[config.mk]
export PLATFORM = sky130hd
export DESIGN_NAME = isc_temp
export DESIGN_NICKNAME = d
export VERILOG_FILES = /design/src/hdl/isc_pkg.sv /design/src/hdl/isc_temp.sv
export SDC_FILE = /design/constraint.sdc
export NUM_CORES = 1
export LEC_CHECK = 0
export BUFFER_PORTS_ARGS = -buffer_cell sky130_fd_sc_hd__buf_2
export CAP_MARGIN = 20
export CORE_MARGIN = 2
export CORE_UTILIZATION = 55
export CTS_CLUSTER_SIZE = 25
export DETAILED_ROUTE_END_ITERATION = 16
export GPL_ROUTABILITY_DRIVEN = 0
export HOLD_SLACK_MARGIN = 0.06
export PLACE_DENSITY = 0.76
export SYNTH_ARGS = -nofsm -noshare
export SYNTH_HDL_FRONTEND = slang
export SYNTH_SLANG_ARGS = --single-unit
[constraint.sdc]
create_clock -name clock -period 7.03 [get_ports clock]
set_clock_uncertainty 0.1 [all_clocks]
set_input_delay 1.406 -clock clock [delete_from_list [all_inputs] [get_ports clock]]
set_output_delay 1.406 -clock clock [all_outputs]
set_load 0.1 [all_outputs]
[src/hdl/isc_pkg.sv]
// shared types, constants and helpers for the imu sample scale and calibrate block
package isc_pkg;

   localparam int RAW_W       = 16;
   localparam int SCALE_W     = 16;
   localparam int SAMPLES_W   = 13;
   localparam int DATA_W      = 24;
   localparam int CSR_W       = 16;
   localparam int CSR_IDX_W   = 2;
   localparam int NUM_AXES    = 6;
   localparam int SAT_IN_W    = 48;
   localparam int TEMP_RECIP_W = 25;

   localparam int DEF_MAX_CAL_SAMPLES = 4096;
   localparam int DEF_OUT_FRAC_BITS   = 16;

   // 1/333.87 as a fraction of 2^32
   localparam logic signed [TEMP_RECIP_W-1:0] TEMP_RECIP = 25'sd12864191;
   localparam int TEMP_BASE = 21;

   localparam logic [SCALE_W-1:0]   ACCEL_SCALE_RST = 16'd8192;
   localparam logic [SCALE_W-1:0]   GYRO_SCALE_RST  = 16'd17872;
   localparam logic [SAMPLES_W-1:0] CAL_SAMPLES_RST = 13'd256;

   localparam logic [CSR_IDX_W-1:0] CSR_ACCEL_SCALE = 2'd0;
   localparam logic [CSR_IDX_W-1:0] CSR_GYRO_SCALE  = 2'd1;
   localparam logic [CSR_IDX_W-1:0] CSR_CAL_SAMPLES = 2'd2;

   typedef enum logic [1:0] {
      FUNC_CONVERT = 2'd0,
      FUNC_CAL     = 2'd1,
      FUNC_CLEAR   = 2'd2
   } func_type;

   typedef logic signed [DATA_W-1:0] sample_type;

   typedef struct packed {
      func_type                 func;
      logic signed [RAW_W-1:0]  accel_x_raw;
      logic signed [RAW_W-1:0]  accel_y_raw;
      logic signed [RAW_W-1:0]  accel_z_raw;
      logic signed [RAW_W-1:0]  temp_word;
      logic signed [RAW_W-1:0]  gyro_x_raw;
      logic signed [RAW_W-1:0]  gyro_y_raw;
      logic signed [RAW_W-1:0]  gyro_z_raw;
   } req_payload_type;

   typedef struct packed {
      logic signed [DATA_W-1:0] accel_x;
      logic signed [DATA_W-1:0] accel_y;
      logic signed [DATA_W-1:0] accel_z;
      logic signed [DATA_W-1:0] gyro_x;
      logic signed [DATA_W-1:0] gyro_y;
      logic signed [DATA_W-1:0] gyro_z;
      logic signed [DATA_W-1:0] temperature;
      logic                     calibrated;
      logic                     cal_done;
   } rsp_payload_type;

   // per-cycle commands from the sequencer to the lanes
   typedef struct packed {
      logic mul;
      logic acc;
      logic cal_add;
      logic clear;
      logic div_load;
      logic div_step;
      logic fix;
   } lane_ctl_type;

   function automatic logic signed [DATA_W-1:0] sat24(input logic signed [SAT_IN_W-1:0] v);
      logic signed [SAT_IN_W-1:0] hi;
      logic signed [SAT_IN_W-1:0] lo;
      hi = SAT_IN_W'((1 <<< (DATA_W - 1)) - 1);
      lo = -SAT_IN_W'(1 <<< (DATA_W - 1));
      if (v > hi) begin
         return hi[DATA_W-1:0];
      end else if (v < lo) begin
         return lo[DATA_W-1:0];
      end
      return v[DATA_W-1:0];
   endfunction

endpackage

[src/hdl/isc_temp.sv]
// temperature conversion: raw times 1/333.87, rounded, plus 21 degrees
module isc_temp import isc_pkg::*; #(
   parameter int OUT_FRAC_BITS = DEF_OUT_FRAC_BITS
) (
   input  logic                    clock,
   input  lane_ctl_type            ctl,
   input  logic signed [RAW_W-1:0] raw,
   output sample_type              temperature
);

   localparam int SH     = 32 - OUT_FRAC_BITS;
   localparam int PROD_W = RAW_W + TEMP_RECIP_W;
   localparam logic signed [PROD_W-1:0]   HALF = PROD_W'(1 << (SH - 1));
   localparam logic signed [SAT_IN_W-1:0] BASE = SAT_IN_W'(TEMP_BASE) <<< OUT_FRAC_BITS;

   logic signed [PROD_W-1:0] prod_ff, prod_in;
   logic signed [PROD_W-1:0] rnd;
   sample_type               temp_ff, temp_in;

   assign rnd = (prod_ff + HALF) >>> SH;

   always_comb begin
      prod_in = prod_ff;
      temp_in = temp_ff;
      if (ctl.mul) begin
         prod_in = raw * TEMP_RECIP;
      end
      if (ctl.acc) begin
         temp_in = sat24(SAT_IN_W'(rnd) + BASE);
      end
   end

   always_ff @(posedge clock) begin
      prod_ff <= prod_in;
      temp_ff <= temp_in;
   end

   assign temperature = temp_ff;

endmodule

== Yosys cells after proc, flatten, opt, wreduce, memory -nomap -nowiden ==
Index checks and enable logic that the tools add are counted.

* Register bits: 65
* Input port bits: 24
* Output and inout bits: 24
* Logic and storage cells: 13

* Add/sub/neg operators: 2
* Multipliers: 1
* $lt $le $gt $ge: 2
* Mux-type cells: 6

{| class="wikitable"
|+ Operators with widths
! operator !! count
|-
| $mux 24 || 3
|-
| $add 41x17->41 const B || 1
|-
| $mul 16x25->41 const B || 1
|-
| $add 25x22->26 const B || 1
|-
| $gt 26x24->1 const B || 1
|-
| $lt 26x24->1 const B || 1
|-
| $mux 1 || 3
|}

== Depth between registers and ports, before layout ==
* Depth in word-level cells: 7
* Mapped depth: 21
* Gate-level depth less buffers: 21

== Worst setup path before layout ==
No wires, ideal clock.

* Path kind: input port to flip-flop
* Start point: in raw[10]
* End point: reg prod_ff[25], data pin
* Library setup time: 0.265 ns
* Arrival: 6.483 ns
* Data required time: 6.665 ns
* Slack: 0.182 ns
* Stages: 19
* Buffers on the path: 0
* Cells stage by stage: fa_1 > fa_1 > inv_1 > fa_1 > inv_1 > fa_1 > fa_1 > inv_1 > fa_1 > inv_1 > ha_1 > a211oi_1 > nor2_1 > a211oi_1 > o21ai_0 > or4_1 > a21oi_1 > o21ai_0 > xor2_1

* Word-level cells in the longest chain between the ends: 1

{| class="wikitable"
|+ RTL lines
! element !! RTL line !! source
|-
| start, declared || isc_temp.sv:7 || <nowiki>input logic signed [RAW_W-1:0] raw,</nowiki>
|-
| $mul 16x25->41 || isc_temp.sv:26 || <nowiki>prod_in = raw * TEMP_RECIP;</nowiki>
|-
| end signal, assigned || isc_temp.sv:34 || <nowiki>prod_ff <= prod_in;</nowiki>
|-
| end, declared || isc_temp.sv:16 || <nowiki>logic signed [PROD_W-1:0] prod_ff, prod_in;</nowiki>
|}

No other way between the ends.
A chain may end at the register's enable or synchronous reset.

== Worst setup path after layout ==
* Start point: in raw[10]
* End point: reg prod_ff[30], data pin

Same word-level chain as after synthesis.

==> qor.yml <==
outcome:
  outcome: "completed"
floorplan:
  die_y_um: 130.5
  coreArea_um2: 15770
  start_util_pct: 55.85
  die_x_um: 130.5
  rows: 46
  die_area_um2: 17040
  io_pins: 48
global_route:
  grt_pass1_vias: 6226
  grtUsageTotal_pct: 21.34
  grt_max_degree: 27
  grt_overflow: 0
  grt_pass1_wl_um: 28890
  antenna_found_initial: 0
finish:
  final_area_um2: 9766
  multi_input_area_um2: 6420
  ff_latch_area_um2: 1501
  fillers: 1344
  mostFrequentLayoutCell: "inv_1"
  layout-drive-gt1-share_pct: 11.31
  final_util_pct: 61.92
  layout_common_cells: "229 x inv_1, 181 x ha_1, 112 x fa_1"
  layout.nets: 1281
  num_antenna_cells: 0
  area_growth_pct: 10.88
  final_cell_count_no_fill: 1180
sta:
  fin_ws_ps: 270.2
  min_period_ps: 6760
  relSlewSlack_pct: 49.33
  finalCritPeriodShare_pct: 96.16
  fmax_ghz: 0.1479
  finalSetupViolations: 0
  slew_violations: 0
  rsz0062_at_grt: "false"
  worst_pin_slew_ps: 760.0
  hold_viol: 0
drt:
  first_pass_iters: 5
  vias: 6024
  ant_nets: 0
  route.detailed.drc: 0
  wl_um: 16720
  wire_per_inst_um: 14.17
  vias_per_cell: 5.105
  drtIter0Drc: 284
placement:
  dp_hpwl_um: 15060
  placed_area_um2: 9604
  place_inst: 1171
  post-place-ws_ps: -243.8
  port_buffers: 42
yosys:
  syn_inst: 872
  synthDistinctLibCells: 51
  synthFlopType: "edfxtp_1"
  yosys.area.top_type: "ha_1"
  synthTopCellsByArea: "ha_1 26%, fa_1 26%, edfxtp_1 17%, inv_1 9.8%, xnor2_1 3.8%"
  ys_ff_latch: 50
  yosys_warnings: 0
  synth_edf_count: 50
  synth_nets: 1190
  synth.cell_area_um2: 8807
  avgSynthCellArea_um2: 10.10
  synth_seq_area_share_pct: 17.05
  synth_top_cell_area_share_pct: 25.71
  async_reset_ff_share_pct: 0
clock_network:
  cts_made_buffers: 5
  cts_setup_buffers: 0
  clock_path_buffers: 2
  clk_pin_slew_ps: 60
  clk_latency_ps: 280
  cts_sinks: 50
  postCtsResizedCells: 0
  clockRootBuffer: "clkbuf_16"
  cts_max_level: 2
  hold_buffers: 0
  cts_tree: "yes"
worst_hold_path:
  hold_path_class: "reg -> reg"
critical_path:
  endpoint_kind: "flip-flop"
  cp.required_ps: 6960
  crit_fanout: 4
  worst_setup_path_start_kind: "input pin"
  path_class: "in -> reg"
  critPathArrivalTime_ps: 6690
run:
  maxCapViolations: 0
-- kinds of logic after synthesis --
family / share of synthesized area (%)
xor+xnor: 5.569
fa+ha+maj: 51.40
simple gates: 7.402
compound gates: 8.212
flops: 17.05
mux: 0.1137
buf+inv: 10.26
-- state kept, by name (all words and copies together) (netlist names) --
register and cells:
prod_ff 26, temperature 24
-- final timing paths --
check,from,end,slack (ps),cells past startpoint
hold / removal,prod_ff[30],temperature[14],590,2
setup / recovery,raw[10],prod_ff[30],270,21
hold reg to reg,prod_ff[30],temperature[14],590,2
setup reg to reg,prod_ff[17],temperature[15],2710,11
-- per-layer routing --
layer | wire length [um] | vias to the layer above | track usage [%]
met5 | 0 | - | 0
met4 | 341 | 0 | 4.756
met3 | 354 | 27 | 1.303
met2 | 8204 | 96 | 39.12
met1 | 7819 | 2843 | 27.97
li1 | - | 3058 | -
-- critical path: stages --
cell      delay [ps]
buf_2            120
fa_2             450
fa_1             520
inv_1             50
fa_1             470
inv_1             60
fa_1             510
fa_1             550
inv_1             50
fa_1             530
inv_1             50
ha_1             330
a211oi_1         220
nor2_1            90
a211oi_2         260
o211ai_1         200
a311oi_1         320
buf_4            170
o21bai_1          90
a21oi_1          190
xnor2_1           80
-- stage by stage --
stage               hold slack, ps  TNS (ps)
floorplan                    535.2         0
global placement             578.0     -1317
detailed placement           578.7     -1894
CTS                          595.9         0
global route                 633.6         0
finish                       593.2         0
-- final cells by class --
type / instances / share of cell area (%)
clock inverters: 3 / 0.1153
repair buffers: 91 / 5.919
multi-input cells: 586 / 65.74
flip-flops and latches: 50 / 15.37
well taps: 216 / 2.767
inverters: 229 / 8.802
clock buffers: 5 / 1.281
-- Yosys cell counts, drive strengths merged (4+ instances only) --
library cell / count
a211oi: 4
and2: 6
a21o: 9
ha: 181
o21ai: 44
a21oi: 26
a31oi: 6
and3: 9
nand2: 15
nand3: 17
clkbuf: 4
a311oi: 4
nor2: 24
nand4: 11
xor2: 18
nor2b: 7
xnor2: 38
edfxtp: 50
nor4: 8
nor3: 10
fa: 113
inv: 229
Power is not shown: default switching activity piles up to over one toggle a cycle in this logic, so the estimate is an artifact.
