[src/hdl/isc_pkg.sv]
// shared types, constants and helpers for the imu sample scale and calibrate block
package isc_pkg;

   localparam int RAW_W       = 16;
   localparam int SCALE_W     = 16;
   localparam int SAMPLES_W   = 13;
   localparam int DATA_W      = 24;
   localparam int CSR_W       = 16;
   localparam int CSR_IDX_W   = 2;
   localparam int NUM_AXES    = 6;
   localparam int SAT_IN_W    = 48;
   localparam int TEMP_RECIP_W = 25;

   localparam int DEF_MAX_CAL_SAMPLES = 4096;
   localparam int DEF_OUT_FRAC_BITS   = 16;

   // 1/333.87 as a fraction of 2^32
   localparam logic signed [TEMP_RECIP_W-1:0] TEMP_RECIP = 25'sd12864191;
   localparam int TEMP_BASE = 21;

   localparam logic [SCALE_W-1:0]   ACCEL_SCALE_RST = 16'd8192;
   localparam logic [SCALE_W-1:0]   GYRO_SCALE_RST  = 16'd17872;
   localparam logic [SAMPLES_W-1:0] CAL_SAMPLES_RST = 13'd256;

   localparam logic [CSR_IDX_W-1:0] CSR_ACCEL_SCALE = 2'd0;
   localparam logic [CSR_IDX_W-1:0] CSR_GYRO_SCALE  = 2'd1;
   localparam logic [CSR_IDX_W-1:0] CSR_CAL_SAMPLES = 2'd2;

   typedef enum logic [1:0] {
      FUNC_CONVERT = 2'd0,
      FUNC_CAL     = 2'd1,
      FUNC_CLEAR   = 2'd2
   } func_type;

   typedef logic signed [DATA_W-1:0] sample_type;

   typedef struct packed {
      func_type                 func;
      logic signed [RAW_W-1:0]  accel_x_raw;
      logic signed [RAW_W-1:0]  accel_y_raw;
      logic signed [RAW_W-1:0]  accel_z_raw;
      logic signed [RAW_W-1:0]  temp_word;
      logic signed [RAW_W-1:0]  gyro_x_raw;
      logic signed [RAW_W-1:0]  gyro_y_raw;
      logic signed [RAW_W-1:0]  gyro_z_raw;
   } req_payload_type;

   typedef struct packed {
      logic signed [DATA_W-1:0] accel_x;
      logic signed [DATA_W-1:0] accel_y;
      logic signed [DATA_W-1:0] accel_z;
      logic signed [DATA_W-1:0] gyro_x;
      logic signed [DATA_W-1:0] gyro_y;
      logic signed [DATA_W-1:0] gyro_z;
      logic signed [DATA_W-1:0] temperature;
      logic                     calibrated;
      logic                     cal_done;
   } rsp_payload_type;

   // per-cycle commands from the sequencer to the lanes
   typedef struct packed {
      logic mul;
      logic acc;
      logic cal_add;
      logic clear;
      logic div_load;
      logic div_step;
      logic fix;
   } lane_ctl_type;

   function automatic logic signed [DATA_W-1:0] sat24(input logic signed [SAT_IN_W-1:0] v);
      logic signed [SAT_IN_W-1:0] hi;
      logic signed [SAT_IN_W-1:0] lo;
      hi = SAT_IN_W'((1 <<< (DATA_W - 1)) - 1);
      lo = -SAT_IN_W'(1 <<< (DATA_W - 1));
      if (v > hi) begin
         return hi[DATA_W-1:0];
      end else if (v < lo) begin
         return lo[DATA_W-1:0];
      end
      return v[DATA_W-1:0];
   endfunction

endpackage

[src/hdl/isc_merge.sv]
// merges lane results and flags into the registered result transfer
module isc_merge import isc_pkg::*; (
   input  logic                          clock,
   input  logic                          reset,
   input  logic                          load,
   input  sample_type [NUM_AXES-1:0]     corr,
   input  sample_type                    temperature,
   input  logic                          calibrated,
   input  logic                          cal_done,
   output logic                          can_load,
   output logic                          rsp_valid,
   input  logic                          rsp_ready,
   output rsp_payload_type               rsp_data
);

   logic            valid_ff, valid_in;
   rsp_payload_type data_ff, data_in;
   logic            take;

   assign can_load = !valid_ff || rsp_ready;
   assign take     = load && can_load;

   always_comb begin
      valid_in = valid_ff;
      data_in  = data_ff;
      if (take) begin
         valid_in            = 1'b1;
         data_in.accel_x     = corr[0];
         data_in.accel_y     = corr[1];
         data_in.accel_z     = corr[2];
         data_in.gyro_x      = corr[3];
         data_in.gyro_y      = corr[4];
         data_in.gyro_z      = corr[5];
         data_in.temperature = temperature;
         data_in.calibrated  = calibrated;
         data_in.cal_done    = cal_done;
      end else if (rsp_ready) begin
         valid_in = 1'b0;
      end
   end

   always_ff @(posedge clock) begin
      data_ff <= data_in;
      if (reset) begin
         valid_ff <= 1'b0;
      end else begin
         valid_ff <= valid_in;
      end
   end

   assign rsp_valid = valid_ff;
   assign rsp_data  = data_ff;

endmodule

[config.mk]
export PLATFORM = sky130hd
export DESIGN_NAME = isc_merge
export DESIGN_NICKNAME = d
export VERILOG_FILES = /design/src/hdl/isc_pkg.sv /design/src/hdl/isc_merge.sv
export SDC_FILE = /design/constraint.sdc
export NUM_CORES = 1
export LEC_CHECK = 0
export BUFFER_PORTS_ARGS = -buffer_cell sky130_fd_sc_hd__buf_2
export CAP_MARGIN = 30
export CORE_AREA = 2 2 133 135
export CTS_CLUSTER_SIZE = 14
export DETAILED_ROUTE_END_ITERATION = 7
export DIE_AREA = 0 0 135 137
export PLACE_DENSITY_LB_ADDON = 0.25
export SLEW_MARGIN = 10
export SYNTH_ARGS = -nofsm -noshare
export SYNTH_HDL_FRONTEND = slang
export SYNTH_SLANG_ARGS = --single-unit
[constraint.sdc]
create_clock -name clock -period 2 [get_ports clock]
set_input_delay 0.4 -clock clock [delete_from_list [all_inputs] [get_ports clock]]
set_output_delay 0.4 -clock clock [all_outputs]
set_load 0.02 [all_outputs]
* Word-level counts from Yosys, hierarchy flattened
Cells that the tools add are included.
** Operators by class
- Multiplexer cells :: 2
- Reduce and logical (&&, ||, !) cells :: 4
** Operators with widths (number)
- 1-bit two-way mux :: 2
- 2-bit nonzero test :: 1
- 1-bit logical AND :: 1
- 1-bit logical NOT :: 1
- 1-bit logical OR :: 1
** Word-level totals
- Word-level logic and storage cells :: 16
- Bits in registers :: 171
- Input port bits :: 174

* Longest topological paths before layout
- Word-level depth :: 4
- Gate-level depth with buffers :: 2
- Gate-level depth less buffers :: 2

* Least setup slack after synthesis
OpenSTA, ideal clock, no wires.
- Path kind :: input-to-reg
- Start point :: input port rsp_ready
- End point :: register data_ff, in the netlist rsp_data[0], enable pin
- Stages :: 2
- Arrival time :: 1.811 ns
- Setup slack :: -0.223 ns
- Cells stage by stage :: nand2b_4 -> and2_4
** On the way
- Longest elaborated chain between the ends :: 2
** Ends and longest elaborated chain
- start: declaration :: RTL line isc_merge.sv:12 : input logic rsp_ready,
- 1-bit logical OR :: RTL line isc_merge.sv:20 : assign can_load = !valid_ff || rsp_ready;
- 1-bit logical AND :: RTL line isc_merge.sv:21 : assign take = load && can_load;
- via take :: RTL line isc_merge.sv:18 : logic take;
- end signal: assignment :: RTL line isc_merge.sv:43 : data_ff <= data_in;
- end: declaration :: RTL line isc_merge.sv:17 : rsp_payload_type data_ff, data_in;
The timed path passes the listed nets, and every way through them passes these cells.
A chain may end at the register's enable or synchronous reset.

* Worst setup path in the final report
- Start point :: register valid_ff, in the netlist rsp_valid
- End point :: output port can_load
** On the way
- Longest elaborated chain between the ends :: 2
** Ends and longest elaborated chain
- start: declaration :: RTL line isc_merge.sv:16 : logic valid_ff, valid_in;
- start signal: assignment :: RTL line isc_merge.sv:47 : valid_ff <= valid_in;
- 1-bit logical NOT :: RTL line isc_merge.sv:20
- 1-bit logical OR :: RTL line isc_merge.sv:20
- end: declaration :: RTL line isc_merge.sv:10 : output logic can_load,
Every way passes these cells.

==> impl_table.tex <==
\begin{tabular}{lr}
\hline
Metric & Value \\
\hline
\multicolumn{2}{l}{\textbf{Outcome}} \\
\quad Outcome & complete, no violations \\
\multicolumn{2}{l}{\textbf{Worst hold path}} \\
\quad Hold crit path type & input port to flip-flop \\
\multicolumn{2}{l}{\textbf{Placed design}} \\
\quad Area after DPL & between 7000 and 8000 um2 \\
\quad Cell total after placement & 758 \\
\quad Port-buffer cells & roughly 350 \\
\quad Sum of net half-perimeters after detailed placement & about 10 mm \\
\quad Worst setup slack after placement & roughly 0.4 ns \\
\quad Final GP Congestion & roughly 0.77 \\
\multicolumn{2}{l}{\textbf{Finish}} \\
\quad Fin util & 46.11\% \\
\quad Post-route non-filler standard cell count & $\sim$800 \\
\quad Post-route cell area & 7865 um2 \\
\quad Antenna cells & 0 \\
\quad Number of fillers in the final layout & approximately 1500 \\
\quad Nets & roughly 730 \\
\quad Fraction of layout cells with a size suffix above 1 & slightly below 70\% \\
\quad Area added between synthesis and finish & 52.42\% \\
\multicolumn{2}{l}{\textbf{Power and ir drop}} \\
\quad Comb power frac & approximately a tenth \\
\quad Share of power burned in the clock network & 37.8\% \\
\quad VDD IR max & about 510 uV \\
\quad Switching power & about 1.9 mW \\
\quad Total power draw & 8.051 mW \\
\quad Leakage power total & 3.379 nW \\
\quad Power density cells & between 1000 and 1500 nW/um2 \\
\quad Proportion of total power due to net switching & between 20 and 25\% \\
\quad Sequential share of power & a little over half \\
\quad Internal power consumption & approximately 6.2 mW \\
\multicolumn{2}{l}{\textbf{STA}} \\
\quad Unrepaired setup endpoints after global routing & no \\
\quad Total count of max-transition violations in the final report & 0 \\
\quad Final critical-path share of the clock period & between 70 and 80\% \\
\quad Worst slew margin relative to its limit & approximately 79\% \\
\quad Minimum setup slack in the final design & 0.5762 ns \\
\quad Worst Skew & around 0.009 ns \\
\quad Final setup vio count & 0 \\
\quad Top achievable clock speed & $\sim$700 MHz \\
\quad Worst Tran Pin Value & around 0.32 ns \\
\quad Shortest period the worst path allows & between 1 and 1.5 ns \\
\quad Hold violation total from the final report & 0 \\
\multicolumn{2}{l}{\textbf{Detailed routing}} \\
\quad Total wire length after detailed routing & 12.70 mm \\
\quad Detailed-route vias per instance & between 4 and 5 \\
\quad DR WL/cell & roughly 16 um \\
\quad First-pass iteration count of the detailed router & 4 \\
\quad Antenna violation net count after detailed routing & 0 \\
\quad Detailed-route via count & 3169 \\
\quad Number of DRC markers in iteration 0 & roughly 140 \\
\quad Number of remaining DRC errors & 0 \\
\multicolumn{2}{l}{\textbf{Die}} \\
\quad Width of the die & 135 um \\
\quad Core box area & 17060 um2 \\
\quad Height of the die & between 100 and 150 um \\
\quad Number of primary I/O pins & about 350 \\
\quad Standard-cell row count & 48 \\
\quad Die Outline Area & around 18000 um2 \\
\quad Starting density of the core & a little under a third \\
\multicolumn{2}{l}{\textbf{Synth}} \\
\quad Post-synthesis cell area & between 5000 and 6000 um2 \\
\quad Number of synthesized register bits & roughly 170 \\
\quad Synthesis Warnings & 0 \\
\quad Average cell area after synthesis & roughly 29 um2 \\
\quad Register area share after synthesis & between 90\% and 100\% \\
\quad Post-Synthesis Net Count & 349 \\
\quad Cell count after synthesis & approximately 180 \\
\quad Count of cell types in the netlist & 6 \\
\multicolumn{2}{l}{\textbf{CTS}} \\
\quad Number of buffers inserted for hold repair after clock tree synthesis & 0 \\
\quad Clock-pin slew reported for the worst setup and hold paths after clock tree synthesis & about 0.070 ns \\
\quad Clk buf depth & 2 \\
\quad Number of H-tree levels & 4 \\
\quad Post-CTS sizing & 0 \\
\quad Buffers inserted by post-CTS timing repair & 0 \\
\quad Total CTS buffers & 17 \\
\quad \# clock sinks & 171 \\
\quad Root buffer cell & sky130\_fd\_sc\_hd\_\_clkbuf\_16 \\
\quad Clock latency reported for the late side of the worst-skew pair & 0.42 ns \\
\quad CTS tree & built \\
\multicolumn{2}{l}{\textbf{Critical path}} \\
\quad Type of the worst setup path & flip-flop to output port \\
\quad Setup crit start kind & flip-flop \\
\quad Critical path buffers and inverters & 1 \\
\quad Required time of the worst setup path & around 1.6 ns \\
\quad Series of cell instances along the critical path & nand2b\_4, buf\_2 \\
\quad Critical-path top delay cell & sky130\_fd\_sc\_hd\_\_dfxtp\_1 \\
\quad Critical path capture point type & output port \\
\quad Max FO, Critical Path & 3 \\
\quad Arrival time of the worst setup path & just over 1 ns \\
\quad Highest cell delay on the worst timing path & $\sim$0.37 ns \\
\quad Cell type group with the largest total delay on the critical path & flip-flops \\
\multicolumn{2}{l}{\textbf{Job}} \\
\quad Count of max-cap constraint violations & 0 \\
\multicolumn{2}{l}{\textbf{GRT}} \\
\quad Combined global-route utilization of all metal layers & 13.03\% \\
\quad Vias in the first global route & about 3200 \\
\quad Largest net degree at the start of global routing & 62 \\
\quad Initial antenna violation count & 1 \\
\quad First-pass GRT wire length & between 15 and 20 mm \\
\quad Global-route congestion overflow total & 0 \\
\hline
\end{tabular}
[path summary, 6_finish.rpt]
check / from / end / slack [ns] / cells past startpoint
max: rsp_valid$_SDFFE_PP0P_ / can_load / 0.58 / 2
min: reset / rsp_valid$_SDFFE_PP0P_ / 0.15 / 2
max reg2reg: rsp_valid$_SDFFE_PP0P_ / rsp_data[167]$_DFFE_PP_ / 0.62 / 3
min reg2reg: rsp_valid$_SDFFE_PP0P_ / rsp_valid$_SDFFE_PP0P_ / 0.52 / 2
[flip-flops by register name, indices dropped and copies added (netlist names)]
register / flops
rsp_data: 170
rsp_valid: 1
[metrics by stage]
stage | setup TNS [ns] | hold WS, ns
CTS | 0 | 0.1255
global placement | 0 | 0.5086
detailed placement | 0 | 0.5191
finish | 0 | 0.1457
global route | 0 | 0.1161
floorplan | -37.64 | 0.4624
[layer usage]
metal,GRT usage (%),routed length [um],vias to the layer above
met4,5.382,156,0
met5,0,0,-
li1,-,-,1472
met3,6.889,1486,12
met2,23.01,6723,217
met1,12.81,4331,1468
[kinds of logic (layout without fill, tap and decap cells)]
kind of cell / count (synthesis) / in the layout / share of synthesized area (%)
AND/OR/NAND/NOR: 2 / 2 / 0.4364
AO/OA/AOI/OAI: 1 / 1 / 0.1698
buffers and inverters: 1 / 391 / 0.07268
flip-flops: 171 / 171 / 99.32
[power by group through the flow]
stage	logic, mW	clock network [mW]	registers [mW]
2_1_floorplan	0.0681	0	4.60
3_3_place_gp	0.765	0	4.32
3_5_place_dp	0.774	0	4.32
4_1_cts	0.774	3.13	4.25
5_1_grt	0.812	3.26	4.26
6_report	0.761	3.05	4.24
[cells in the final DEF, fill, tap and decap left out, drive strengths merged]
| cell | synthesis | layout |
|---|---|---|
| dfxtp | 1 | 1 |
| a21oi | 1 | 1 |
| and2 | 1 | 1 |
| inv | 1 | 4 |
| clkinv | 0 | 8 |
| nand2b | 1 | 1 |
| edfxtp | 170 | 170 |
| bufinv | 0 | 1 |
| buf | 0 | 358 |
| clkinvlp | 0 | 2 |
| clkbuf | 0 | 18 |
[Yosys cell counts (all sizes together)]
cell | count | area share [%]
dfxtp | 1 | 0.39
and2 | 1 | 0.17
a21oi | 1 | 0.17
nand2b | 1 | 0.27
edfxtp | 170 | 99
inv | 1 | 0.073
[final cells by class]
cell class,instances,area (um2),share of cell area [%]
flip-flops and latches,171,5125,65.16
repair buffers,358,1874,23.83
clock buffers,18,429.2,5.457
well taps,225,281.5,3.579
clock inverters,14,120.1,1.527
multi-input cells,3,31.28,0.3977
inverters,1,3.754,0.04773
Power figures use the tool's default switching activity.
