==> config.mk <==
export PLATFORM = sky130hd
export DESIGN_NAME = isc_axis_lane
export DESIGN_NICKNAME = d
export VERILOG_FILES = /design/src/hdl/isc_pkg.sv /design/src/hdl/isc_axis_lane.sv
export SDC_FILE = /design/constraint.sdc
export NUM_CORES = 1
export LEC_CHECK = 0
export ABC_AREA = 1
export BUFFER_PORTS_ARGS = -buffer_cell sky130_fd_sc_hd__buf_2
export CORE_MARGIN = 3
export CORE_UTILIZATION = 45
export DETAILED_ROUTE_END_ITERATION = 7
export GPL_ROUTABILITY_DRIVEN = 0
export MAX_ROUTING_LAYER = met4
export PLACE_DENSITY = 0.7
export SLEW_MARGIN = 20
export SYNTH_ARGS = -nofsm -noshare
export SYNTH_HDL_FRONTEND = slang
export SYNTH_SLANG_ARGS = --single-unit
==> constraint.sdc <==
create_clock -name clock -period 5.4 [get_ports clock]
set_input_delay 0 -clock clock [delete_from_list [all_inputs] [get_ports clock]]
set_output_delay 0 -clock clock [all_outputs]
set_load 0.01 [all_outputs]
==> src/hdl/isc_pkg.sv <==
// shared types, constants and helpers for the imu sample scale and calibrate block
package isc_pkg;

   localparam int RAW_W       = 16;
   localparam int SCALE_W     = 16;
   localparam int SAMPLES_W   = 13;
   localparam int DATA_W      = 24;
   localparam int CSR_W       = 16;
   localparam int CSR_IDX_W   = 2;
   localparam int NUM_AXES    = 6;
   localparam int SAT_IN_W    = 48;
   localparam int TEMP_RECIP_W = 25;

   localparam int DEF_MAX_CAL_SAMPLES = 4096;
   localparam int DEF_OUT_FRAC_BITS   = 16;

   // 1/333.87 as a fraction of 2^32
   localparam logic signed [TEMP_RECIP_W-1:0] TEMP_RECIP = 25'sd12864191;
   localparam int TEMP_BASE = 21;

   localparam logic [SCALE_W-1:0]   ACCEL_SCALE_RST = 16'd8192;
   localparam logic [SCALE_W-1:0]   GYRO_SCALE_RST  = 16'd17872;
   localparam logic [SAMPLES_W-1:0] CAL_SAMPLES_RST = 13'd256;

   localparam logic [CSR_IDX_W-1:0] CSR_ACCEL_SCALE = 2'd0;
   localparam logic [CSR_IDX_W-1:0] CSR_GYRO_SCALE  = 2'd1;
   localparam logic [CSR_IDX_W-1:0] CSR_CAL_SAMPLES = 2'd2;

   typedef enum logic [1:0] {
      FUNC_CONVERT = 2'd0,
      FUNC_CAL     = 2'd1,
      FUNC_CLEAR   = 2'd2
   } func_type;

   typedef logic signed [DATA_W-1:0] sample_type;

   typedef struct packed {
      func_type                 func;
      logic signed [RAW_W-1:0]  accel_x_raw;
      logic signed [RAW_W-1:0]  accel_y_raw;
      logic signed [RAW_W-1:0]  accel_z_raw;
      logic signed [RAW_W-1:0]  temp_word;
      logic signed [RAW_W-1:0]  gyro_x_raw;
      logic signed [RAW_W-1:0]  gyro_y_raw;
      logic signed [RAW_W-1:0]  gyro_z_raw;
   } req_payload_type;

   typedef struct packed {
      logic signed [DATA_W-1:0] accel_x;
      logic signed [DATA_W-1:0] accel_y;
      logic signed [DATA_W-1:0] accel_z;
      logic signed [DATA_W-1:0] gyro_x;
      logic signed [DATA_W-1:0] gyro_y;
      logic signed [DATA_W-1:0] gyro_z;
      logic signed [DATA_W-1:0] temperature;
      logic                     calibrated;
      logic                     cal_done;
   } rsp_payload_type;

   // per-cycle commands from the sequencer to the lanes
   typedef struct packed {
      logic mul;
      logic acc;
      logic cal_add;
      logic clear;
      logic div_load;
      logic div_step;
      logic fix;
   } lane_ctl_type;

   function automatic logic signed [DATA_W-1:0] sat24(input logic signed [SAT_IN_W-1:0] v);
      logic signed [SAT_IN_W-1:0] hi;
      logic signed [SAT_IN_W-1:0] lo;
      hi = SAT_IN_W'((1 <<< (DATA_W - 1)) - 1);
      lo = -SAT_IN_W'(1 <<< (DATA_W - 1));
      if (v > hi) begin
         return hi[DATA_W-1:0];
      end else if (v < lo) begin
         return lo[DATA_W-1:0];
      end
      return v[DATA_W-1:0];
   endfunction

endpackage

==> src/hdl/isc_axis_lane.sv <==
// one sensor axis: gain multiply, rounding, offset correction, accumulator and serial divider
module isc_axis_lane import isc_pkg::*; #(
   parameter int OUT_FRAC_BITS = DEF_OUT_FRAC_BITS,
   parameter int SUM_W         = 37,
   parameter int CNT_W         = 13,
   parameter int OFS_BIAS      = 0
) (
   input  logic                     clock,
   input  logic                     reset,
   input  lane_ctl_type             ctl,
   input  logic signed [RAW_W-1:0]  raw,
   input  logic [SCALE_W-1:0]       scale,
   input  logic [CNT_W-1:0]         divisor,
   output sample_type               corr
);

   localparam int SH     = DATA_W - OUT_FRAC_BITS;
   localparam int PROD_W = RAW_W + SCALE_W + 1;
   localparam logic signed [PROD_W-1:0] HALF = PROD_W'(1 << (SH - 1));

   logic signed [PROD_W-1:0]   prod_ff, prod_in;
   logic signed [PROD_W-1:0]   rnd;
   sample_type                 scaled;
   sample_type                 corr_ff, corr_in;
   sample_type                 off_ff, off_in;
   logic signed [SUM_W-1:0]    sum_ff, sum_in;
   logic [SUM_W-1:0]           mag;
   logic [SUM_W-1:0]           dvd_ff, dvd_in;
   logic [CNT_W-1:0]           rem_ff, rem_in;
   logic [CNT_W:0]             rem_sh;
   logic                       neg_ff, neg_in;
   logic signed [SAT_IN_W-1:0] qext;
   logic signed [SAT_IN_W-1:0] qval;
   sample_type                 qsat;

   always_comb begin
      prod_in = prod_ff;
      if (ctl.mul) begin
         prod_in = raw * $signed({1'b0, scale});
      end
   end

   // round half up then floor shift
   assign rnd    = (prod_ff + HALF) >>> SH;
   assign scaled = sat24(SAT_IN_W'(rnd));

   always_comb begin
      corr_in = corr_ff;
      if (ctl.acc) begin
         corr_in = sat24(SAT_IN_W'(scaled) - SAT_IN_W'(off_ff));
      end
   end

   assign mag    = sum_ff[SUM_W-1] ? SUM_W'(-sum_ff) : SUM_W'(sum_ff);
   assign rem_sh = {rem_ff, dvd_ff[SUM_W-1]};

   assign qext = $signed(SAT_IN_W'(dvd_ff));
   assign qval = neg_ff ? -qext : qext;
   assign qsat = sat24(qval);

   always_comb begin
      sum_in = sum_ff;
      off_in = off_ff;
      dvd_in = dvd_ff;
      rem_in = rem_ff;
      neg_in = neg_ff;
      if (ctl.clear) begin
         sum_in = '0;
         off_in = '0;
      end else if (ctl.cal_add) begin
         sum_in = sum_ff + SUM_W'(scaled);
      end
      if (ctl.div_load) begin
         neg_in = sum_ff[SUM_W-1];
         dvd_in = mag + SUM_W'(divisor >> 1);
         rem_in = '0;
      end
      // restoring division, one quotient bit per step
      if (ctl.div_step) begin
         if (rem_sh >= {1'b0, divisor}) begin
            rem_in = CNT_W'(rem_sh - {1'b0, divisor});
            dvd_in = {dvd_ff[SUM_W-2:0], 1'b1};
         end else begin
            rem_in = rem_sh[CNT_W-1:0];
            dvd_in = {dvd_ff[SUM_W-2:0], 1'b0};
         end
      end
      if (ctl.fix) begin
         off_in = sat24(SAT_IN_W'(qsat) - SAT_IN_W'(OFS_BIAS));
         sum_in = '0;
      end
   end

   always_ff @(posedge clock) begin
      prod_ff <= prod_in;
      corr_ff <= corr_in;
      dvd_ff  <= dvd_in;
      rem_ff  <= rem_in;
      neg_ff  <= neg_in;
      if (reset) begin
         sum_ff <= '0;
         off_ff <= '0;
      end else begin
         sum_ff <= sum_in;
         off_ff <= off_in;
      end
   end

   assign corr = corr_ff;

endmodule

Word-level counts from Yosys, hierarchy flattened
Cells that the tools add are included.

Bits in latches: 0. ROM bits: 0. Register bits after elaboration: 169. Input bits: 54. Output and inout bits: 24. Memories kept: 0. Memory bits (writable): 0.

Muxes and demuxes: 32. Equal/unequal tests: 0. Shifts and indexed selects: 0. $lt $le $gt $ge: 9. Add/sub/neg operators: 7. Bitwise operators: 0. Multiply operators: 1. Div/mod/pow operators: 0. Reductions and logical operators: 3.

Operators by type and width (number): 24-bit 2-to-1 mux (14); 37-bit 2-to-1 mux (3); 25-bit by 24-bit > comparator with 1-bit output, second input constant (2); 25-bit by 24-bit less-than comparator with 1-bit output, second input constant (2); 48-bit by 24-bit > comparator with 1-bit output, second input constant (1); 48-bit by 24-bit less-than comparator with 1-bit output, second input constant (1); 48-bit 2-to-1 mux (1); 37-bit negation with 48-bit output (1); 13-bit 2-to-1 mux (3); 37-bit by 12-bit adder with 37-bit output (1); 37-bit by 24-bit adder with 37-bit output (1); 37-bit negation (1); 33-bit by 9-bit adder with 33-bit output, second input constant (1); 16-bit by 17-bit multiplier with 33-bit output (1); 24-bit by 24-bit subtractor with 25-bit output (1); 24-bit > comparator, second input constant (1); 24-bit less-than comparator, second input constant (1); 14-bit by 13-bit >= comparator with 1-bit output (1); 13-bit subtractor (1); 1-bit 2-to-1 mux (11); 2-bit nonzero test (2); 3-bit OR reduction (1).

Logic depth before layout (Yosys ltp)
Gate-level depths: netlist (run 1).

Word-level depth: 12. Depth in mapped cells: 28. Mapped depth without buffers: 27.

Worst setup path after synthesis (run 1)
No wires, ideal clock.

Path kind: input port to flip-flop. Start point: in raw[5]. End point: reg prod_ff[27], data pin. Path slack: -0.117 ns. Required time: 5.142 ns. Setup time: 0.258 ns. Arrival time: 5.259 ns. Cell stages on the path: 21. Path through: clkbuf_1 -> clkbuf_1 -> nand2_1 -> fa_1 -> inv_1 -> fa_1 -> fa_1 -> fa_1 -> inv_1 -> fa_1 -> inv_1 -> fa_1 -> ha_1 -> nand2_1 -> nor2_1 -> nand4_1 -> o21bai_1 -> a21boi_0 -> o21ai_0 -> a21oi_1 -> xnor2_1.

Cells in the longest elaborated chain, start to end: 1.

RTL lines: start, declared (RTL line isc_axis_lane.sv:11) `input logic signed [RAW_W-1:0] raw,`; 16-bit by 17-bit multiplier with 33-bit output (RTL line isc_axis_lane.sv:39) `prod_in = raw * $signed({1'b0, scale});`; end signal, assigned (RTL line isc_axis_lane.sv:95) `prod_ff <= prod_in;`; end, declared (RTL line isc_axis_lane.sv:21) `logic signed [PROD_W-1:0] prod_ff, prod_in;`.

No other way between the ends. A chain may end at the register's enable or synchronous reset.

Final worst setup path (run 1)
Start point: in raw[15]. End point: reg prod_ff[26], data pin.

The elaborated chain is that of the path after synthesis.

==> reports/qor.yml, run 1 <==
outcome: "complete, no violations"
ir_drop_v: 0.000738
cts.clk_slew.worst_paths_ns: 0.07
r2r_slack_ns: 0.66
start_util: 0.456
p_per_area_nw_per_um2: 564
netlist_area_um2: 23500
root_buffer: "clkbuf_16"
slew_headroom: 0.306
post-place-ws_ns: -0.123
critPathRequiredTime_ns: 5.60
crit_type: "input port to register"
synth_flop_cell: "edfxtp_1"
grt_max_degree: 57
drtAntennaViolNets: 0
cts_tree: "done"
syn_inst: 3318
yosysTopAreaCellShare: 0.168
ys_seq_elements: 162
stdcell_area_um2: 25800
cts.path.max_buffers: 2
boundaryPins: 78
dr.pass1.iters: 5
syn_area_per_cell_um2: 7.09
worstHoldPathCells: 3
fp.dieH_um: 235
grt_pass1_wl_um: 102000
rows: 83
place_area_um2: 25100
drt-initial-drc-count: 1670
worstPathMaxFanout: 10
synthTopCellsByArea: "fa_1, edfxtp_1, nand2_1"
placed_cells: 4081
fin_ws_ns: 0.319
hold_start: "ctl[4]"
post-route-period-util: 0.941
vias_per_cell: 5.18
track_usage: 0.236
p_leak_nw: 13.6
synth_nets: 3777
finalWirelength_um: 61600
grt-ovfl-total: 0
n_fill_cell: 5220
tightest_slew_ns: 1.04
worstHoldPathType: "input port to register"
fin_cells: 4117
synth_edf_count: 101
r2r-end: "corr[11]"
r2r-start: "prod_ff[25]"
hold_viol: 0
setup_viol: 0
synth_cell_types: 56
drc: 0
reg2reg_depth: 22
antenna_found_initial: 0
die-area_um2: 55000
fin_setup_tns_ns: 0
hold_ws_ns: 0.0268
final_layout_size_suffix_gt1_frac: 0.0864
htreeDepth: 4
seq_area_frac_synth: 0.181
core-area_um2: 51500
fin_crit_ns: 5.08
worstSetupStartpointType: "input port"
arrival_ns: 5.28
areaGrowthSynthToFinish_pct: 9.58
cap_violations: 0
p_total_mw: 14.5
clock_latency_ns: 0.46
die_w_um: 235
finalNetCount: 3883
vias: 21300
yosysWarningCount: 0
synth_top_cell_by_area: "fa_1"
avgRoutedWirePerCell_um: 15.0
cts.sinks: 162
hold_end: "sum_ff[36]"
timing.fmax_ghz: 0.197
io_buffers: 77
critical_path.endpoint_type: "register"
dpl.hpwl_um: 52100
rsz0062_at_grt: "false"
antenna_cells: 0
finClkSkew_ns: 0.0137
numCtsBuffers: 17
synthArstFlopShare: 0
final_util: 0.500
first_global_vias: 20400
report.final.slew_viol_count: 0
power breakdown:
| group | leakage (nW) | switching (mW) | internal, mW |
|---|---|---|---|
| Clock | 0.287 | 0.569 | 0.643 |
| Combinational | 11.7 | 6.35 | 4.65 |
| Sequential | 1.54 | 0.223 | 2.09 |
state kept, by name, summed over array words and instances (netlist names):
name	flops
corr	24
dvd_ff	37
neg_ff	1
off_ff	24
prod_ff	26
rem_ff	13
sum_ff	37
cells in the mapped netlist (4+ instances only):
| master | number |
|---|---|
| o211ai_1 | 8 |
| nand3_1 | 161 |
| o21bai_1 | 9 |
| inv_1 | 640 |
| buf_4 | 4 |
| o21ai_0 | 193 |
| o31ai_1 | 4 |
| nand4_1 | 43 |
| nand2_2 | 9 |
| and2_1 | 5 |
| buf_2 | 10 |
| clkbuf_1 | 78 |
| ha_1 | 208 |
| a21oi_1 | 217 |
| o21ai_1 | 12 |
| nand2_1 | 792 |
| buf_1 | 4 |
| xnor2_1 | 47 |
| a21boi_0 | 4 |
| o21a_1 | 8 |
| edfxtp_1 | 101 |
| or2_2 | 19 |
| nor3_1 | 32 |
| a31oi_1 | 10 |
| xor2_1 | 102 |
| nor2_4 | 9 |
| nor2_1 | 247 |
| a21o_1 | 11 |
| inv_2 | 6 |
| fa_1 | 197 |
| nor4_1 | 7 |
| nand3_2 | 8 |
| nor2_2 | 13 |
| dfxtp_1 | 61 |
per-layer routing:
layer,wire length (um),vias to the layer above,share of wire,global-route usage
li1,-,10700,-,-
met1,28100,9990,0.46,0.314
met2,29000,582,0.47,0.384
met3,3090,92,0.050,0.0259
met4,1430,0,0.023,0.0643
met5,0,-,0,-
worst max-delay path by stage:
stage                           from          end  cells after the start
after detailed placement     raw[15]  prod_ff[32]                     19
after floorplan               raw[5]  prod_ff[29]                     24
after global placement       raw[15]  prod_ff[29]                     24
after global routing          raw[6]  prod_ff[31]                     21
after CTS                 prod_ff[8]     corr[12]                     21
final                        raw[15]  prod_ff[26]                     20
layout by cell type (no fill, tap or decap), drive strengths merged, types with 2 or more instances in the layout:
cell | synthesis | final
xnor2 | 47 | 47
or2 | 21 | 21
nand3 | 170 | 170
o211ai | 8 | 8
edfxtp | 101 | 101
a221oi | 3 | 3
nand3b | 2 | 2
and2 | 5 | 5
o221a | 2 | 2
nand4 | 43 | 43
a211oi | 2 | 2
buf | 20 | 181
fa | 197 | 197
a21o | 11 | 11
o31ai | 4 | 4
inv | 646 | 656
xor2 | 107 | 107
o221ai | 2 | 2
a31oi | 10 | 10
clkbuf | 78 | 19
o21bai | 9 | 9
nor3 | 32 | 32
nand2 | 804 | 804
o21a | 8 | 8
nor2 | 271 | 271
clkinv | 3 | 6
dfxtp | 61 | 61
dlygate4sd3 | 0 | 4
a31o | 2 | 2
a21oi | 220 | 220
nor4 | 7 | 7
ha | 208 | 208
o21ai | 206 | 206
a21boi | 5 | 5
critical path, cell delays in order:
cell and delay, ns:
buf_2 0.10, inv_1 0.16, or2_2 0.34, fa_1 0.53, inv_1 0.05, fa_1 0.50
fa_1 0.54, inv_1 0.05, fa_1 0.50, fa_1 0.54, inv_1 0.05, fa_1 0.47
ha_1 0.34, buf_4 0.15, nand2_1 0.11, o21a_1 0.20, nand2_1 0.07, a221oi_1 0.24
o21ai_0 0.16, xor2_1 0.16
cell type report:
| cell class | instances | area, um^2 | share of cell area |
|---|---|---|---|
| multi-input combinational | 2409 | 16400 | 0.637 |
| sequential | 162 | 4250 | 0.165 |
| inverter | 649 | 2440 | 0.0946 |
| timing repair buffer | 185 | 1230 | 0.0478 |
| tap | 680 | 851 | 0.0330 |
| clock buffer | 19 | 464 | 0.0180 |
| clock inverter | 13 | 109 | 0.00423 |
timing repair:
| action | in CTS | in global routing |
|---|---|---|
| hold buffers | 4 | 0 |
| endpoints found under the hold margin | 3 | 0 |
| resized for setup | 0 | 1 |
| setup endpoints to repair | 0 | 21 |
| buffers inserted | 0 | 0 |
kinds of logic after synthesis:
logic type / Yosys count / share of synthesized area
compound gates: 494 / 0.114
fa+ha+maj: 405 / 0.278
buf+inv: 747 / 0.121
flops: 162 / 0.181
xor+xnor: 154 / 0.0599
simple gates: 1356 / 0.246
No activity file was read; power rests on OpenSTA's default activity.
==> run 2, diff against run 1 <==
--- a/config.mk
+++ b/config.mk
@@ -6,12 +6,11 @@
 export NUM_CORES = 1
 export LEC_CHECK = 0
 export ABC_AREA = 1
-export BUFFER_PORTS_ARGS = -buffer_cell sky130_fd_sc_hd__buf_2
+export BUFFER_PORTS_ARGS = -buffer_cell sky130_fd_sc_hd__clkbuf_2
 export CORE_MARGIN = 3
 export CORE_UTILIZATION = 45
 export DETAILED_ROUTE_END_ITERATION = 7
 export GPL_ROUTABILITY_DRIVEN = 0
-export MAX_ROUTING_LAYER = met4
 export PLACE_DENSITY = 0.7
 export SLEW_MARGIN = 20
 export SYNTH_ARGS = -nofsm -noshare
==> run 2 against run 1 <==
  * Sequential power about the same
  * Critical endpoint is now prod_ff[28]
  * Non-clock buffer count down 8
  * Power down 0.33%
==> reports/qor.yml, run 2 (synthesis gave the netlist of run 1 again) <==
register_area_um2: 4250
placed_cells: 4074
layout_commonest_cell: "nand2_1"
power_frac_comb: 0.757
wl_met3_um: 3470
r2r_slack_ns: 0.61
timing.fmax_ghz: 0.198
finalWirelength_um: 61900
finalNetCount: 3875
swShare: 0.490
dr.pass1.iters: 6
tightest_slew_ns: 0.874
fin_ws_ns: 0.347
reg2reg_depth: 23
fin_cells: 4109
final_util: 0.499
vias_per_cell: 5.21
worstHoldPathType: "input port to register"
cts.path.max_buffers: 2
r2r-start: "prod_ff[8]"
outcome: "complete, no violations"
antenna_found_initial: 0
multiInputGateArea_um2: 16400
die_w_um: 235
critical_path.endpoint_type: "register"
boundaryPins: 78
worstSetupStartpointType: "input port"
post_cts_buffers: 0
p_clk_frac: 0.083
dpl.hpwl_um: 52500
grt-ovfl-total: 0
routed-wl-met2_um: 29200
clock_latency_ns: 0.46
slew_headroom: 0.414
post-route-period-util: 0.936
p_per_area_nw_per_um2: 564
switching_power_mw: 7.09
r2r-end: "sum_ff[28]"
ir_drop_v: 0.000633
cts.clk_slew.worst_paths_ns: 0.07
setup_viol: 0
antenna_cells: 0
hold_start: "divisor[0]"
cap_violations: 0
p_leak_nw: 13.5
drt-initial-drc-count: 1504
critPathRequiredTime_ns: 5.61
fp.dieH_um: 235
rows: 83
cts_tree: "done"
worstPathMaxFanout: 8
worstHoldPathCells: 3
arrival_ns: 5.26
htreeDepth: 4
start_util: 0.456
hold_end: "rem_ff[0]"
areaGrowthSynthToFinish_pct: 9.25
highest_layer: "met4"
core-area_um2: 51500
first_global_vias: 20400
rsz0062_at_grt: "false"
root_buffer: "clkbuf_16"
final_cell_mix: "nand2_1, inv_1, nor2_1, a21oi_1, ha_1"
numCtsBuffers: 17
post-place-ws_ns: -0.165
grt_pass1_wl_um: 102000
drc: 0
hold_viol: 0
fin_crit_ns: 5.05
hold_ws_ns: 0.0273
fin_setup_tns_ns: 0
layout_top_registers: "dvd_ff: 37 flops, sum_ff: 37 flops, prod_ff: 26 flops"
internal-power_mw: 7.39
crit_type: "input port to register"
report.final.slew_viol_count: 0
drtAntennaViolNets: 0
seq_power_share: 0.160
avgRoutedWirePerCell_um: 15.1
grt_max_degree: 57
n_fill_cell: 5218
finClkSkew_ns: 0.0137
wl_met1_um: 27700
io_buffers: 77
cts.sinks: 162
die-area_um2: 55000
final_layout_size_suffix_gt1_frac: 0.0843
track_usage: 0.229
vias: 21400
## run 2: changes by cell type in the layout (fill, tap and decap cells not counted), sizes merged
cell / previous run / this run
clkbuf: 19 / 97
clkinvlp: 0 / 1
buf: 181 / 97
dlygate4sd3: 4 / 3
inv: 656 / 654
## run 2: area by class of cell
class / count / area share
multi-input combinational: 2409 / 0.639
sequential: 162 / 0.166
inverter: 649 / 0.0948
timing repair buffer: 177 / 0.0455
tap: 680 / 0.0331
clock buffer: 20 / 0.0182
clock inverter: 12 / 0.00356
## run 2: power by group through the flow
stage                     Sequential (mW)  Clock, mW  Combinational, mW
after floorplan                      2.33          0               7.47
final                                2.32       1.20               11.0
after global routing                 2.35       1.26               12.7
after CTS                            2.32       1.21               11.0
after global placement               2.34          0               10.9
after detailed placement             2.35          0               10.9
## run 2: timing repair
item,CTS,global route
setup endpoints to repair,0,23
hold buffers,3,0
gates resized for setup,0,1
hold endpoints to repair,2,0
## run 2: worst max-delay path, cell delays in order
cell	delay [ns]
clkbuf_2	0.10
inv_1	0.13
buf_4	0.19
or2_2	0.29
fa_1	0.53
inv_1	0.05
fa_1	0.50
fa_1	0.52
fa_1	0.52
fa_1	0.52
fa_1	0.49
ha_1	0.34
a21oi_1	0.20
o21a_1	0.18
o221a_2	0.18
inv_1	0.03
a21oi_1	0.10
nand2_1	0.12
a21oi_1	0.19
xnor2_1	0.09
## run 2: worst max path at each step
| stage | startpoint | end | slack, ns | cells after the start |
|---|---|---|---|---|
| floorplan | raw[5] | prod_ff[29] | 0.02 | 24 |
| global placement | raw[15] | prod_ff[32] | -0.06 | 20 |
| detailed placement | raw[15] | prod_ff[28] | -0.16 | 20 |
| CTS | prod_ff[8] | corr[22] | 0.08 | 21 |
| global route | raw[15] | prod_ff[28] | 0.008 | 20 |
| finish | raw[15] | prod_ff[28] | 0.35 | 20 |
## run 2: layer usage
layer | track usage | vias to the layer above
met5 | 0 | -
met4 | 0.0673 | 0
met3 | 0.0241 | 91
met2 | 0.387 | 635
met1 | 0.310 | 10000
li1 | - | 10700
## run 2: metrics by stage
| step | instance area, um^2 | power [mW] |
|---|---|---|
| finish | 25700 | 14.5 |
| global route | 25700 | 16.3 |
| CTS | 25700 | 14.5 |
| detailed placement | 25100 | 13.3 |
| global placement | 25100 | 13.2 |
| floorplan | 23500 | 9.79 |
